===== src/design/wqa_pkg.sv =====
package wqa_pkg;

	localparam int QUEUE_DEPTH = 16;
	localparam int PTR_W = (QUEUE_DEPTH > 1) ? $clog2(QUEUE_DEPTH) : 1;
	localparam int CNT_W = $clog2(QUEUE_DEPTH + 1);

	localparam int POS_W = 24;
	localparam int YAW_W = 15;
	localparam int TAG_W = 8;
	localparam int SQ_W  = 2 * POS_W;
	localparam int DSQ_W = 51;
	localparam int RAD_W = 20;
	localparam int RSQ_W = 2 * RAD_W;
	localparam int LIM_W = 14;
	localparam int YD_W  = 17;

	localparam int CFG_W     = 20;
	localparam int CFG_IDX_W = 2;

	localparam int HALF_TURN = 11520;
	localparam int FULL_TURN = 23040;

	localparam logic [RAD_W-1:0] RADIUS_RST   = RAD_W'(205);
	localparam logic [LIM_W-1:0] YAW_LIM_RST  = LIM_W'(320);

	localparam int IN_FIELDS_W = 3 * POS_W + YAW_W + TAG_W;
	localparam int IN_TDATA_W  = ((IN_FIELDS_W + 7) / 8) * 8;

	// output tdata field offsets
	localparam int O_TGT_X    = 0;
	localparam int O_TGT_YAW  = 3 * POS_W;
	localparam int O_ERR_X    = O_TGT_YAW + YAW_W;
	localparam int O_ERR_YAW  = O_ERR_X + 3 * POS_W;
	localparam int O_DSQ      = O_ERR_YAW + YAW_W;
	localparam int O_ARRIVED  = O_DSQ + DSQ_W;
	localparam int O_COUNT    = O_ARRIVED + 1;
	localparam int O_DROPPED  = O_COUNT + CNT_W;
	localparam int OUT_FIELDS_W = O_DROPPED + 1;
	localparam int OUT_TDATA_W  = ((OUT_FIELDS_W + 7) / 8) * 8;

	typedef enum logic {
		MODE_TICK = 1'b0,
		MODE_CMD  = 1'b1
	} mode_t;

	typedef enum logic [CFG_IDX_W-1:0] {
		CFG_RADIUS    = 2'd0,
		CFG_YAW_LIMIT = 2'd1,
		CFG_YAW_CHECK = 2'd2
	} cfg_idx_t;

	typedef enum logic [2:0] {
		ST_IDLE,
		ST_CMD,
		ST_LOAD,
		ST_SQUARE,
		ST_SUM,
		ST_FINISH
	} ctrl_state_t;

	typedef struct packed {
		logic latch;
		logic load;
		logic square;
		logic sum;
		logic exec_cmd;
		logic exec_tick;
	} wqa_cmd_t;

	typedef struct packed {
		logic out_free;
	} wqa_stat_t;

	typedef struct packed {
		logic signed [YAW_W-1:0] yaw;
		logic signed [POS_W-1:0] z;
		logic signed [POS_W-1:0] y;
		logic signed [POS_W-1:0] x;
	} wp_t;

	localparam int WP_W = $bits(wp_t);

endpackage


===== src/design/wqa_ctrl.sv =====
module wqa_ctrl (
	input  logic                clk,
	input  logic                arst_n,
	input  logic                s_tvalid,
	input  logic                s_tuser,
	output logic                s_tready,
	input  wqa_pkg::wqa_stat_t  stat,
	output wqa_pkg::wqa_cmd_t   cmd
);

	wqa_pkg::ctrl_state_t state_q, state_nxt;

	always_ff @(posedge clk or negedge arst_n) begin
		if (!arst_n) begin
			state_q <= wqa_pkg::ST_IDLE;
		end else begin
			state_q <= state_nxt;
		end
	end

	always_comb begin
		state_nxt = state_q;
		unique case (state_q)
			wqa_pkg::ST_IDLE: begin
				if (s_tvalid) begin
					if (wqa_pkg::mode_t'(s_tuser) == wqa_pkg::MODE_CMD) begin
						state_nxt = wqa_pkg::ST_CMD;
					end else begin
						state_nxt = wqa_pkg::ST_LOAD;
					end
				end
			end
			wqa_pkg::ST_CMD: begin
				if (stat.out_free) state_nxt = wqa_pkg::ST_IDLE;
			end
			wqa_pkg::ST_LOAD:   state_nxt = wqa_pkg::ST_SQUARE;
			wqa_pkg::ST_SQUARE: state_nxt = wqa_pkg::ST_SUM;
			wqa_pkg::ST_SUM:    state_nxt = wqa_pkg::ST_FINISH;
			wqa_pkg::ST_FINISH: begin
				if (stat.out_free) state_nxt = wqa_pkg::ST_IDLE;
			end
			default: state_nxt = wqa_pkg::ST_IDLE;
		endcase
	end

	always_comb begin
		cmd       = '0;
		s_tready  = 1'b0;
		unique case (state_q)
			wqa_pkg::ST_IDLE: begin
				s_tready  = 1'b1;
				cmd.latch = s_tvalid;
			end
			wqa_pkg::ST_CMD:    cmd.exec_cmd  = stat.out_free;
			wqa_pkg::ST_LOAD:   cmd.load      = 1'b1;
			wqa_pkg::ST_SQUARE: cmd.square    = 1'b1;
			wqa_pkg::ST_SUM:    cmd.sum       = 1'b1;
			wqa_pkg::ST_FINISH: cmd.exec_tick = stat.out_free;
			default: ;
		endcase
	end

endmodule


===== config.mk =====
export PLATFORM = sky130hd
export DESIGN_NAME = wqa_ctrl
export DESIGN_NICKNAME = d
export VERILOG_FILES = /design/src/design/wqa_pkg.sv /design/src/design/wqa_ctrl.sv
export SDC_FILE = /design/constraint.sdc
export NUM_CORES = 1
export LEC_CHECK = 0
export BUFFER_PORTS_ARGS = -buffer_cell sky130_fd_sc_hd__buf_2
export CORE_AREA = 2 2 39 41
export CTS_CLUSTER_SIZE = 40
export DETAILED_ROUTE_END_ITERATION = 7
export DIE_AREA = 0 0 41 43
export GPL_TIMING_DRIVEN = 0
export PLACE_DENSITY = 0.33
export SLEW_MARGIN = 25
export SYNTH_ARGS = -nofsm -noshare
export SYNTH_HDL_FRONTEND = slang
export SYNTH_SLANG_ARGS = --single-unit

===== constraint.sdc =====
create_clock -name clk -period 1.55 [get_ports clk]
set_input_delay 0.31 -clock clk [delete_from_list [all_inputs] [get_ports clk]]
set_output_delay 0.31 -clock clk [all_outputs]
set_load 0.03 [all_outputs]

* Yosys cells after proc, flatten, opt, wreduce, memory -nomap -nowiden
Cells that the tools add are included.
Widths: inputs -> output; s select.
** Operators by class
- Eq/ne operators :: 7
- Muxes and demuxes :: 11
- Reduce and logical (&&, ||, !) cells :: 3
** Operators by type and width (count)
- $pmux 3 s5 :: 1
- $mux 1 :: 7
- $eq 3x2->1 const B :: 2
- $eq 3x3->1 const B :: 2
- $mux 3 :: 2
- $eq 3x1->1 const B :: 1
- $logic_not 3->1 :: 1
- $mux 2 :: 1
- $ne 2x1->1 const B :: 1
- $ne 2x2->1 const B :: 1
- $reduce_and 2->1 :: 1
- $reduce_or 2->1 :: 1
** Word-level totals
- Word-level logic and storage cells :: 22
- Register bits :: 3
- Output and inout port bits :: 7
- Bits of input ports :: 5

* Longest topological paths before layout
Gate-level depths: netlist (run 1).
- Depth after elaboration :: 4
- Mapped depth :: 2
- Depth with buffers taken out :: 2

* Worst setup path before layout (run 1)
OpenSTA, ideal clock, no wires.
- Kind :: register to output
- From :: register state_q[1]
- To :: output port cmd[5] (netlist name)
- Stages on the path, launching flop included :: 3
- Arrival :: 1.606 ns
- Buffers on the path :: 0
- Setup slack :: -0.366 ns
- Required time :: 1.240 ns
- Path through :: dfrtp_1 > nor3_1 > and2_1
** RTL lines
- start: declaration :: line wqa_ctrl.sv:11 : wqa_pkg::ctrl_state_t state_q, state_nxt;
- start signal: assignment :: line wqa_ctrl.sv:15 : state_q <= wqa_pkg::ST_IDLE;
- start signal: assignment :: line wqa_ctrl.sv:17 : state_q <= state_nxt;
- end: declaration :: line wqa_ctrl.sv:8 : output wqa_pkg::wqa_cmd_t cmd

==> results of run 1 <==
[synthesized netlist by cell type, drive strengths merged]
library cell	instances	area [µm²]
and4	1	8.76
a222oi	1	10.0
nand2b	1	6.26
or2	1	6.26
nor3b	1	7.51
nor3	1	5.00
nor2	1	3.75
dfrtp	3	75.1
a21oi	1	5.00
a31o	1	8.76
inv	1	3.75
and2	1	6.26
nor4bb	1	10.0
and3b	1	8.76
nand2	2	7.51
[logic make-up (layout without fill, tap and decap cells)]
logic type             Yosys count  after routing  synth area share (%)
flip-flops                       3              3                  43.5
buffers and inverters            1             17                  2.17
AND/OR/NAND/NOR                 11             11                  40.6
AO/OA/AOI/OAI                    3              3                  13.8
[per-stage QoR]
step                      instance area (µm²)  utilization (%)  setup TNS (ns)  setup WS (ns)  power [mW]
after global routing                      333             24.1         -0.0343        -0.0210       0.763
after global placement                    259             18.7               0          0.244       0.474
after detailed placement                  259             18.7               0          0.226       0.475
after CTS                                 302             21.8               0        0.00421       0.630
final                                     333             24.1               0         0.0444       0.703
after floorplan                           184                -         -0.0768        -0.0768       0.385
[timing repair]
action,in CTS,in global routing
pin swaps,1,1
endpoints found under the setup margin,2,4
hold buffers,1,0
hold endpoints to repair,3,0
resized for setup,3,12
setup buffers,0,0
[how the worst max path moves through the flow]
stage              to  cells after the start       start
5_1_grt        cmd[1]                      2  state_q[1]
6_report       cmd[1]                      2  state_q[1]
3_3_place_gp   cmd[5]                      3  state_q[1]
3_5_place_dp   cmd[4]                      3  state_q[0]
4_1_cts        cmd[1]                      2  state_q[1]
2_1_floorplan  cmd[5]                      2  state_q[1]
[power by group]
part	internal [mW]	leakage (nW)	total (mW)	switching, mW
logic	0.172	0.103	0.382	0.210
clock network	0.0963	0.0150	0.135	0.0383
registers	0.116	0.0344	0.186	0.0697
total	0.385	0.152	0.703	0.318
[worst max-delay path: cells and delay by family, from the launching register on]
kind / cells / cell delay [ns]
flip-flops: 1 / 0.45
AND/OR/NAND/NOR: 1 / 0.31
buffers and inverters: 1 / 0.21
[area by class of cell]
cell class | instances | area (µm²)
Fill cell | 152 | 1050
Inverter | 1 | 3.75
Timing Repair Buffer | 12 | 80.1
Sequential cell | 3 | 78.8
Clock buffer | 4 | 26.3
Tap cell | 16 | 20.0
Multi-Input combinational cell | 14 | 124
[per-layer routing]
layer / global-route usage (%) / up-vias / part of all wire, %
li1: - / 100 / -
met1: 7.77 / 98 / 42
met2: 8.75 / 8 / 48
met3: 4.71 / 0 / 10
met4: 6.00 / 0 / 0
met5: 0 / - / 0
==> key figures, run 1 <==
Outcome
  • Status: finished, final reports clean

Synthesis
  • Register area share after synthesis: 43.5%
  • Synth Cell Area: 173 µm²
  • Yosys reg bits: 3
  • Synthesized net count: 23
  • Syn Inst Count: 18
  • Warnings from Yosys: 0
  • Syn Area/Cell: 9.59 µm²
  • Distinct cells, synth: 15

Critical path
  • CP max-delay cell: dfrtp_2
  • Critical path arrival: 1.20 ns
  • Worst Path Max Fanout: 6
  • Critical register-to-register path startpoint: state_q[0]
  • CP Cell Sequence: nor4bb_2, buf_4
  • CP Capture Type: output pin
  • FF-to-FF End: state_q[0]
  • Worst endpoint required time: 1.24 ns
  • Crit path kind: flop to output pin
  • Max incr delay on CP: 0.45 ns
  • R2R depth: 2
  • Worst R2R Setup Slack: 0.44 ns
  • Startpoint Class: flop

Finish
  • Share of layout cells above drive strength 1: 70.6%
  • Area Growth Syn to Fin: 92.8%
  • Max FFs per register: 3
  • Number of diodes: 0
  • Cell Count, Final, Fillers Out: 50
  • Largest Register: state_q
  • Commonest non-fill, non-tap cell in the layout: buf_2
  • Nets@finish: 40
  • Largest regs: state_q (3)
  • Most frequent cells in the layout: 8 x buf_2, 3 x clkbuf_4, 3 x dfrtp_2

Placed design
  • Port Buffer Count: 11
  • Gpl congestion: 0.587
  • Cell count after placement: 45

Clock network
  • Clock-pin transition on the worst setup and hold timing paths: 0.04 ns
  • H-tree levels: 1
  • CTS tree: built
  • CTS sink cnt: 3
  • Clock buffer count from CTS: 3
  • CTS Root Cell: clkbuf_4
  • Clk_lat worst skew: 0.23 ns
  • Clk buf depth: 2

Global routing
  • First-pass GRT wire length: 772 µm
  • Initial antenna violation count: 0
  • Gr usage total: 7.04%
  • Vias in the first global route: 202
  • Largest net degree at the start of global routing: 9
  • Gr ovfl total: 0

Timing
  • Final Cycle Share: 97.1%
  • Actual slew at the worst max-slew pin: 0.302 ns
  • Worst Skew: 0.00256 ns
  • Final setup fails: 0
  • Final Max Tran Viols: 0
  • Rel. slew slack: 79.9%
  • Minimum period implied by the final worst setup slack: 1.51 ns
  • RSZ-0062 raised after global routing: yes
  • Hold slack: 0.349 ns
  • Endpoints failing hold: 0
  • FMAX: 0.664 GHz

Drt
  • Final ANT Viol Nets: 0
  • Final wirelength: 469 µm
  • Drt pass-1 iters: 4
  • DRT iter0 DRCs: 4
  • DR vias: 206
  • Vias per inst: 4.12
  • WL/cell: 9.38 µm
  • DRC Markers: 0

Die
  • Die H: 43 µm
  • Die width: 41 µm
  • Rows: 14
  • Die area: 1760 µm²
  • CORE AREA: 1380 µm²
  • Top Ports: 12
  • Starting Density: 12.5%

Power and ir drop
  • Maximum VDD drop: 0.569 mV
  • Pwr dens: 2110 nW/µm²
  • Leak: 0.152 nW

Hold path
  • Worst Hold Path Cells: 2
  • Hold Startpoint: stat
  • Hold crit path type: primary input to flop
  • Hold EP: state_q[0]

Flow run
  • MaxCap Viol Count: 0
Power figures use the tool's default switching activity.
==> run 2, diff against run 1 <==
--- a/config.mk
+++ b/config.mk
@@ -5,13 +5,14 @@
 export SDC_FILE = /design/constraint.sdc
 export NUM_CORES = 1
 export LEC_CHECK = 0
+export ABC_AREA = 1
 export BUFFER_PORTS_ARGS = -buffer_cell sky130_fd_sc_hd__buf_2
 export CORE_AREA = 2 2 39 41
 export CTS_CLUSTER_SIZE = 40
 export DETAILED_ROUTE_END_ITERATION = 7
 export DIE_AREA = 0 0 41 43
 export GPL_TIMING_DRIVEN = 0
-export PLACE_DENSITY = 0.33
+export PLACE_DENSITY = 0.36
 export SLEW_MARGIN = 25
 export SYNTH_ARGS = -nofsm -noshare
 export SYNTH_HDL_FRONTEND = slang
==> run 2 against run 1 <==
Wire length increased by 0.85%. Hold slack improved by 0.027 ns. Clock-buffer cell count unchanged. Synthesized area increased by 22%. Combinational power increased by 8.4%. Flip-flop and latch count unchanged. Maximum frequency increased by 2.5%. Largest power group unchanged. Critical path depth increased by 2. Final cell count increased by 34%. Design area increased by 6.0%. First-iteration DRC count increased to 2.8 times the previous value.
==> key figures, run 2 <==
Synthesis
  • Synthesized net count: 40 (was 23)
  • Warnings from Yosys: 0 (unchanged)
  • Syn Area/Cell: 6.04 µm² (was 9.59 µm²)
  • Distinct cells, synth: 9 (was 15)
  • Most common cell in the netlist: inv_1 (was dfrtp_1)
  • Commonest cells in the netlist: 10 x inv_1, 7 x nand2_1, 5 x nor2_1, 3 x dfrtp_1, 3 x nand3_1 (was 3 x dfrtp_1, 2 x nand2_1)
  • Top cell type's share of synthesized area: 35.5% (was 43.5%)
  • Cell taking the most area after synthesis: dfrtp_1 (unchanged)
  • Top_reg_cell synth: dfrtp_1 (unchanged)
  • Number of synthesized flops with an enable pin: 0 (unchanged)
  • Register area share after synthesis: 35.5% (was 43.5%)
  • Synth Cell Area: 211 µm² (was 173 µm²)
  • Syn Inst Count: 35 (was 18)
  • Yosys reg bits: 3 (unchanged)
  • Largest cells by area after synthesis: dfrtp_1 36%, inv_1 18%, nand2_1 12% (was dfrtp_1 43%, a222oi_1 5.8%, nor4bb_1 5.8%)
  • Asr flop ratio synth: 100% (unchanged)

Clock network
  • H-tree levels: 1 (unchanged)
  • CTS tree: built (unchanged)
  • CTS sink cnt: 3 (unchanged)
  • Clock-pin transition on the worst setup and hold timing paths: 0.04 ns (about the same)
  • Clk_lat worst skew: 0.23 ns (about the same)
  • Post-CTS Setup Bufs: 0 (unchanged)
  • Clk buf depth: 2 (unchanged)
  • CTS Root Cell: clkbuf_4 (unchanged)
  • Clock buffer count from CTS: 3 (unchanged)

Finish
  • Share of layout cells above drive strength 1: 41.2% (was 70.6%)
  • Final core utilization: 25.5% (was 24.1%)
  • Area Growth Syn to Fin: 66.9% (was 92.8%)
  • Largest regs: state_q (3) (unchanged)
  • Most frequent cells in the layout: 8 x inv_1, 7 x nand2_1, 5 x nor2_1, 5 x clkbuf_4, 5 x buf_2 (was 8 x buf_2, 3 x clkbuf_4, 3 x dfrtp_2)
  • Largest Register: state_q (unchanged)
  • Max FFs per register: 3 (unchanged)
  • Commonest non-fill, non-tap cell in the layout: inv_1 (was buf_2)
  • Nets@finish: 57 (was 40)
  • Number of diodes: 0 (unchanged)

Die
  • Top Ports: 12 (unchanged)
  • Die width: 41 µm (unchanged)
  • Rows: 14 (unchanged)
  • Die area: 1760 µm² (unchanged)
  • CORE AREA: 1380 µm² (unchanged)
  • Starting Density: 15.3% (was 12.5%)
  • Die H: 43 µm (unchanged)

Placed design
  • Gpl congestion: 0.686 (was 0.587)
  • DP Wirelength: 386 µm
  • Port Buffer Count: 11 (unchanged)

Drt
  • DRT iter0 DRCs: 11 (was 4)
  • Vias per inst: 3.82 (was 4.12)
  • Final wirelength: 473 µm (was 469 µm)
  • Final ANT Viol Nets: 0 (unchanged)
  • Drt pass-1 iters: 4 (unchanged)
  • WL/cell: 7.06 µm (was 9.38 µm)
  • DRC Markers: 0 (unchanged)
  • DR vias: 256 (was 206)

Timing
  • Actual slew at the worst max-slew pin: 0.188 ns (was 0.302 ns)
  • RSZ-0062 raised after global routing: yes (unchanged)
  • Final Max Tran Viols: 0 (unchanged)
  • Final setup fails: 0 (unchanged)
  • Hold slack: 0.375 ns (was 0.349 ns)
  • Final Cycle Share: 94.7% (was 97.1%)
  • Endpoints failing hold: 0 (unchanged)
  • Minimum period implied by the final worst setup slack: 1.47 ns (was 1.51 ns)
  • FMAX: 0.681 GHz (was 0.664 GHz)
  • Rel. slew slack: 87.5% (was 79.9%)
  • Worst Skew: 0.000300 ns (was 0.00256 ns)

Critical path
  • Critical path arrival: 1.16 ns (was 1.20 ns)
  • Worst Path Max Fanout: 4 (was 6)
  • Worst endpoint required time: 1.24 ns (about the same)
  • Startpoint Class: flop (unchanged)
  • Crit path kind: flop to output pin (unchanged)
  • CP Capture Type: output pin (unchanged)

Global routing
  • Vias in the first global route: 220 (was 202)
  • Gr usage total: 7.44% (was 7.04%)
  • Largest net degree at the start of global routing: 7 (was 9)
  • Initial antenna violation count: 0 (unchanged)
  • First-pass GRT wire length: 800 µm (was 772 µm)
  • Gr ovfl total: 0 (unchanged)

Power and ir drop
  • Maximum VDD drop: 0.409 mV (was 0.569 mV)
  • Leak: 0.210 nW (was 0.152 nW)
  • Pwr dens: 1970 nW/µm² (was 2110 nW/µm²)

Outcome
  • Status: finished, final reports clean (unchanged)

Hold path
  • Hold crit path type: primary input to flop (unchanged)

Flow run
  • MaxCap Viol Count: 0 (unchanged)
==> run 2: kinds of logic after synthesis <==
kind of cell / count (synthesis) / share of synthesized area (%)
compound gates: 2 / 4.73
buf+inv: 10 / 17.8
flops: 3 / 35.5
simple gates: 20 / 42.0
==> run 2: cell type report <==
cell class / instances / area (µm²)
flip-flops and latches: 3 / 75.1
multi-input cells: 22 / 114
clock buffers: 4 / 26.3
inverters: 10 / 37.5
well taps: 16 / 20.0
fillers: 160 / 1030
repair buffers: 12 / 80.1
==> run 2: timing repair <==
action / in CTS / in global routing
endpoints found under the setup margin: 0 / 7
gates resized for setup: 0 / 14
endpoints found under the hold margin: 3 / 0
hold buffers: 1 / 0
==> run 2: final timing paths <==
path	start	to	slack [ns]	depth (start not counted)
hold reg to reg	state_q[2]	state_q[2]	0.67	2
setup / recovery	state_q[1]	cmd[5]	0.08	4
setup reg to reg	state_q[1]	state_q[0]	0.56	6
min in group asynchronous	arst_n	state_q[1]	0.40	2
hold / removal	s_tuser	state_q[1]	0.38	4
max in group asynchronous	arst_n	state_q[2]	1.05	2
==> run 2: stage by stage <==
step	power (mW)	setup slack [ns]	cells	cell area, µm²	TNS (ns)
after CTS	0.659	0.0236	67	323	0
after global placement	0.522	0.244	62	287	0
after global routing	0.764	-0.0187	67	353	-0.0187
final	0.697	0.0815	67	353	0
after floorplan	0.424	0.0172	35	211	0
after detailed placement	0.514	0.279	62	287	0
==> run 2: worst max-delay path, stage by stage (launching register included) <==
cell	delay [ns]
dfrtp_1	0.42
nor2_4	0.16
nand2_2	0.07
nor2_1	0.08
clkbuf_4	0.19
==> run 2: where the power goes <==
group / switching [mW] / internal, mW
Clock: 0.0404 / 0.0965
Sequential: 0.0366 / 0.109
Combinational: 0.277 / 0.138
Total: 0.354 / 0.343
==> run 2: per-layer routing <==
layer	share of wire, %	up-vias	routed length, µm	GRT usage [%]
met5	0	-	0	0
li1	-	135	-	-
met1	43	114	203	7.12
met3	7.6	0	36	7.85
met4	0	0	0	4.00
met2	49	7	234	9.69
